$ cat src/rtl/rwq_ram.sv
// Generic simple dual-port RAM with registered read.
module rwq_ram #(
  parameter int unsigned WIDTH = 8,
  parameter int unsigned DEPTH = 16
) (
  input  logic                     clk,
  input  logic                     we,
  input  logic [$clog2(DEPTH)-1:0] waddr,
  input  logic [WIDTH-1:0]         wdata,
  input  logic                     re,
  input  logic [$clog2(DEPTH)-1:0] raddr,
  output logic [WIDTH-1:0]         rdata
);
  logic [WIDTH-1:0] mem [DEPTH];
  logic [WIDTH-1:0] rdata_r;

  always_ff @(posedge clk) begin
    if (we) begin
      mem[waddr] <= wdata;
    end
    if (re) begin
      rdata_r <= mem[raddr];
    end
  end

  assign rdata = rdata_r;
endmodule

$ cat config.mk
export PLATFORM = sky130hd
export DESIGN_NAME = rwq_ram
export DESIGN_NICKNAME = d
export VERILOG_FILES = /design/src/rtl/rwq_ram.sv
export SDC_FILE = /design/constraint.sdc
export NUM_CORES = 1
export LEC_CHECK = 0
export BUFFER_PORTS_ARGS = -buffer_cell sky130_fd_sc_hd__buf_4
export CORE_AREA = 2 2 97 99
export CTS_BUF_LIST = sky130_fd_sc_hd__clkbuf_4 sky130_fd_sc_hd__clkbuf_8
export CTS_CLUSTER_SIZE = 14
export DETAILED_ROUTE_END_ITERATION = 10
export DIE_AREA = 0 0 99 101
export MAX_ROUTING_LAYER = met4
export PLACE_DENSITY = 0.83
export RECOVER_POWER = 50
export SYNTH_ARGS = -nofsm -noshare
export SYNTH_HDL_FRONTEND = slang
export SYNTH_SLANG_ARGS = --single-unit
$ cat constraint.sdc
create_clock -name clk -period 3.15 [get_ports clk]
set_input_delay 0.1575 -clock clk [delete_from_list [all_inputs] [get_ports clk]]
set_output_delay 0.1575 -clock clk [all_outputs]
set_load 0.005 [all_outputs]
# [Word-level counts from Yosys, hierarchy flattened]
# Memories as Yosys holds them, arrays and structs flattened. A register that Yosys moved wholly into a read port is not among the register bits.
# Index checks and enable logic that the tools add are counted.
[totals] regBits=0 ramBits=128 in_bits=19 output_inout_bits=8 word_cells=3 n_memories=1
[classes] mux=2
[mem_list] name="mem" words=16 word_bits=8 read_ports=1 rd_ports_with_merged_regs=1 write_ports=1 line_no="14" text="logic [WIDTH-1:0] mem [DEPTH];"
[ops] op="$mux 1" n=2

# [Longest topological paths before layout]
[depth] ltp_word=2 ltp_mapped=5 depth_no_buf=3

# [Least setup slack after synthesis]
# OpenSTA, ideal clock, no wires.
[synth_timing] path_type="input-to-reg" from="input waddr[2]" to="memory mem[0][0], enable pin" arrival_ns=1.267 t_required_ns=2.767 path_slack_ns=1.500 cell_stages=2 path_cell_list="or3b_2 > nor3_1"
[synth_lines] element="start: declaration" line_no="8" text="input logic [$clog2(DEPTH)-1:0] waddr,"
[synth_lines] element="end: declaration" line_no="14"
# No word-level cell before the write port.

==> impl_metrics.ini <==
[outcome]
status = finished clean

[clock_tree]
clockRootBuffer = clkbuf_8
postCtsSetupBuffers = 0
cts_resized = 0
path_clk_slew_ns = 0.07
clk_latency_ns = 0.43
ctsHoldBuffers = 0
cts_tree = yes
cts-htree-levels = 4
cts_buffer_depth = 2
clkSinkCount = 136
cts_buffers = 17

[hold_path]
holdPathStages = 1
hold_path.class = input pin to flop

[critical_path]
crit_fanout = 1
rrSetupSlack_ns = 1.62
crit_type = flop to flop
reg2reg_to = rdata[0]
r2r-start = mem[11][0]
crit_path_end = rdata[0]
required_ns = 3.32
r2r_cells = 3
startpoint = mem[11][0]
arrival_ns = 1.70
end_kind = flop
startpoint_type = flop

[routing]
wl_per_cell_um = 25.92
drc = 0
wl_mm = 10.13
vias = 2509
vias_per_cell = 6.417
drt-initial-drc-count = 292
final_antenna_net_count = 0
drtPass1Iterations = 5

[sta]
hold_viol_final = 0
rsz0062_at_grt = no
post-route-min-period_ns = 1.530
maxSlewHeadroom_pct = 17.81
worst_pin_slew_ns = 1.228
fmax_mhz = 653.6
clock_skew_ns = 0.006329
fin_setup_tns_ns = 0
fin_crit_sh_pct = 48.57
finalSetupViolCount = 0
setup_slack_ns = 1.620
slew_viol_final = 0

[layout]
final_common_cell = edfxtp_1
fin_area_mm2 = 0.005928
area_delta_synth_final_pct = 13.40
fin_nets = 287
n_fill_cell = 513
final_cell_mix = 136 x edfxtp_1, 19 x buf_4, 18 x mux4_2
multi_input_area_mm2 = 0.001062
layout-drive-gt1-share_pct = 24.29
antenna_cells = 0
seq_area_mm2 = 0.004084

[global_routing]
grt_pass1_vias = 2478
grt_overflow = 0
grt_max_degree = 33
antenna_found_initial = 0
track_usage_pct = 22.68
grt_pass1_wl_mm = 15.17

[placement]
pre_cts_ws_ns = 1.253
io_buffers = 26
gp_congestion = 0.7253
placed_area_mm2 = 0.005510
dp_hpwl_mm = 5.931

[floorplan]
start_util_pct = 58.23
dieHeight_um = 101
die_x_um = 99
core_mm2 = 0.008977
ios = 27
rows = 35
dieArea_mm2 = 0.009999

[synthesis]
synth_cell_types = 18
yosysSeqAreaShare_pct = 78.12
syn_area_per_cell_um2 = 22.83
synthesis.nets = 248
synth_warnings = 0
synth_cells = 229
syn-cell-area_mm2 = 0.005228
synth-seq-cells = 136

[power_and_ir_drop]
p_leak_nw = 1.949
power.density_mw_per_mm2 = 654.6
finalPower_w = 0.003881
vdd_drop_max_mv = 0.3066

[run]
cap_violations = 0
## stage by stage
stage | std cells | util, % | hold slack, ns
after floorplan | 229 | - | 0.2564
after global placement | 360 | 61.38 | 0.4525
after detailed placement | 360 | 61.38 | 0.4650
after CTS | 391 | 66.49 | 0.004282
after global routing | 391 | 66.03 | 0.1880
final | 391 | 66.03 | 0.1962
## routing by layer
metal / GRT usage (%) / vias up / part of all wire, %
met1: 30.38 / 1286 / 40
met5: - / - / 0
met4: 8.641 / 0 / 2.6
li1: - / 1056 / -
met2: 32.54 / 141 / 49
met3: 8.114 / 26 / 7.6
## Yosys cell counts
| library cell | number | share of area [%] |
|---|---|---|
| edfxtp_1 | 136 | 78 |
| nand3b_1 | 2 | 0.29 |
| nor3_1 | 4 | 0.38 |
| and2b_1 | 1 | 0.14 |
| or3b_2 | 1 | 0.17 |
| clkdlybuf4s25_2 | 3 | 0.57 |
| buf_4 | 1 | 0.14 |
| buf_6 | 3 | 0.65 |
| nor2_1 | 13 | 0.93 |
| nand2_1 | 9 | 0.65 |
| nand3_1 | 1 | 0.096 |
| nand2b_1 | 2 | 0.24 |
| and2_1 | 1 | 0.12 |
| mux4_1 | 14 | 7.0 |
| a22oi_1 | 16 | 2.3 |
| buf_2 | 3 | 0.29 |
| mux4_2 | 18 | 7.8 |
| nor2b_1 | 1 | 0.12 |
## power by group
group          switching, W  leakage, nW  internal (W)
clock              0.000616        0.236       0.00103
combinational      0.000105        0.477     0.0000758
sequential        0.0000108         1.24       0.00204
## kinds of logic (layout without fill, tap and decap cells)
group,Yosys count,count (layout),synth area share (%)
flip-flops,136,136,78.12
AND/OR/NAND/NOR,35,35,3.136
multiplexers,32,32,14.79
AO/OA/AOI/OAI,16,16,2.298
buffers and inverters,10,61,1.651
## how the worst min path moves through the flow
stage                   from    endpoint  slack, ns
CTS                 wdata[7]   mem[2][7]      0.004
global route              re    rdata[1]       0.19
detailed placement  wdata[1]  mem[12][1]       0.46
global placement    wdata[1]  mem[10][1]       0.45
finish                    re    rdata[3]       0.20
floorplan           wdata[0]   mem[0][0]       0.26
## state kept, by name (all words and copies together) (netlist names)
| signal | flops |
|---|---|
| mem | 128 |
| rdata | 8 |
## worst max-delay path, stage by stage, from the launching register on
cell and delay [ns]:
edfxtp_1 0.39, mux4_2 0.50, a22oi_1 0.28, nand2_1 0.11
## layout make-up
| type | instances | area share (%) |
|---|---|---|
| Clock buffer | 20 | 4.327 |
| Clock inverter | 11 | 3.419 |
| Multi-Input combinational cell | 83 | 17.92 |
| Sequential cell | 136 | 68.89 |
| Tap cell | 111 | 2.343 |
| Timing Repair Buffer | 30 | 3.103 |
No activity file was read; power rests on OpenSTA's default activity.
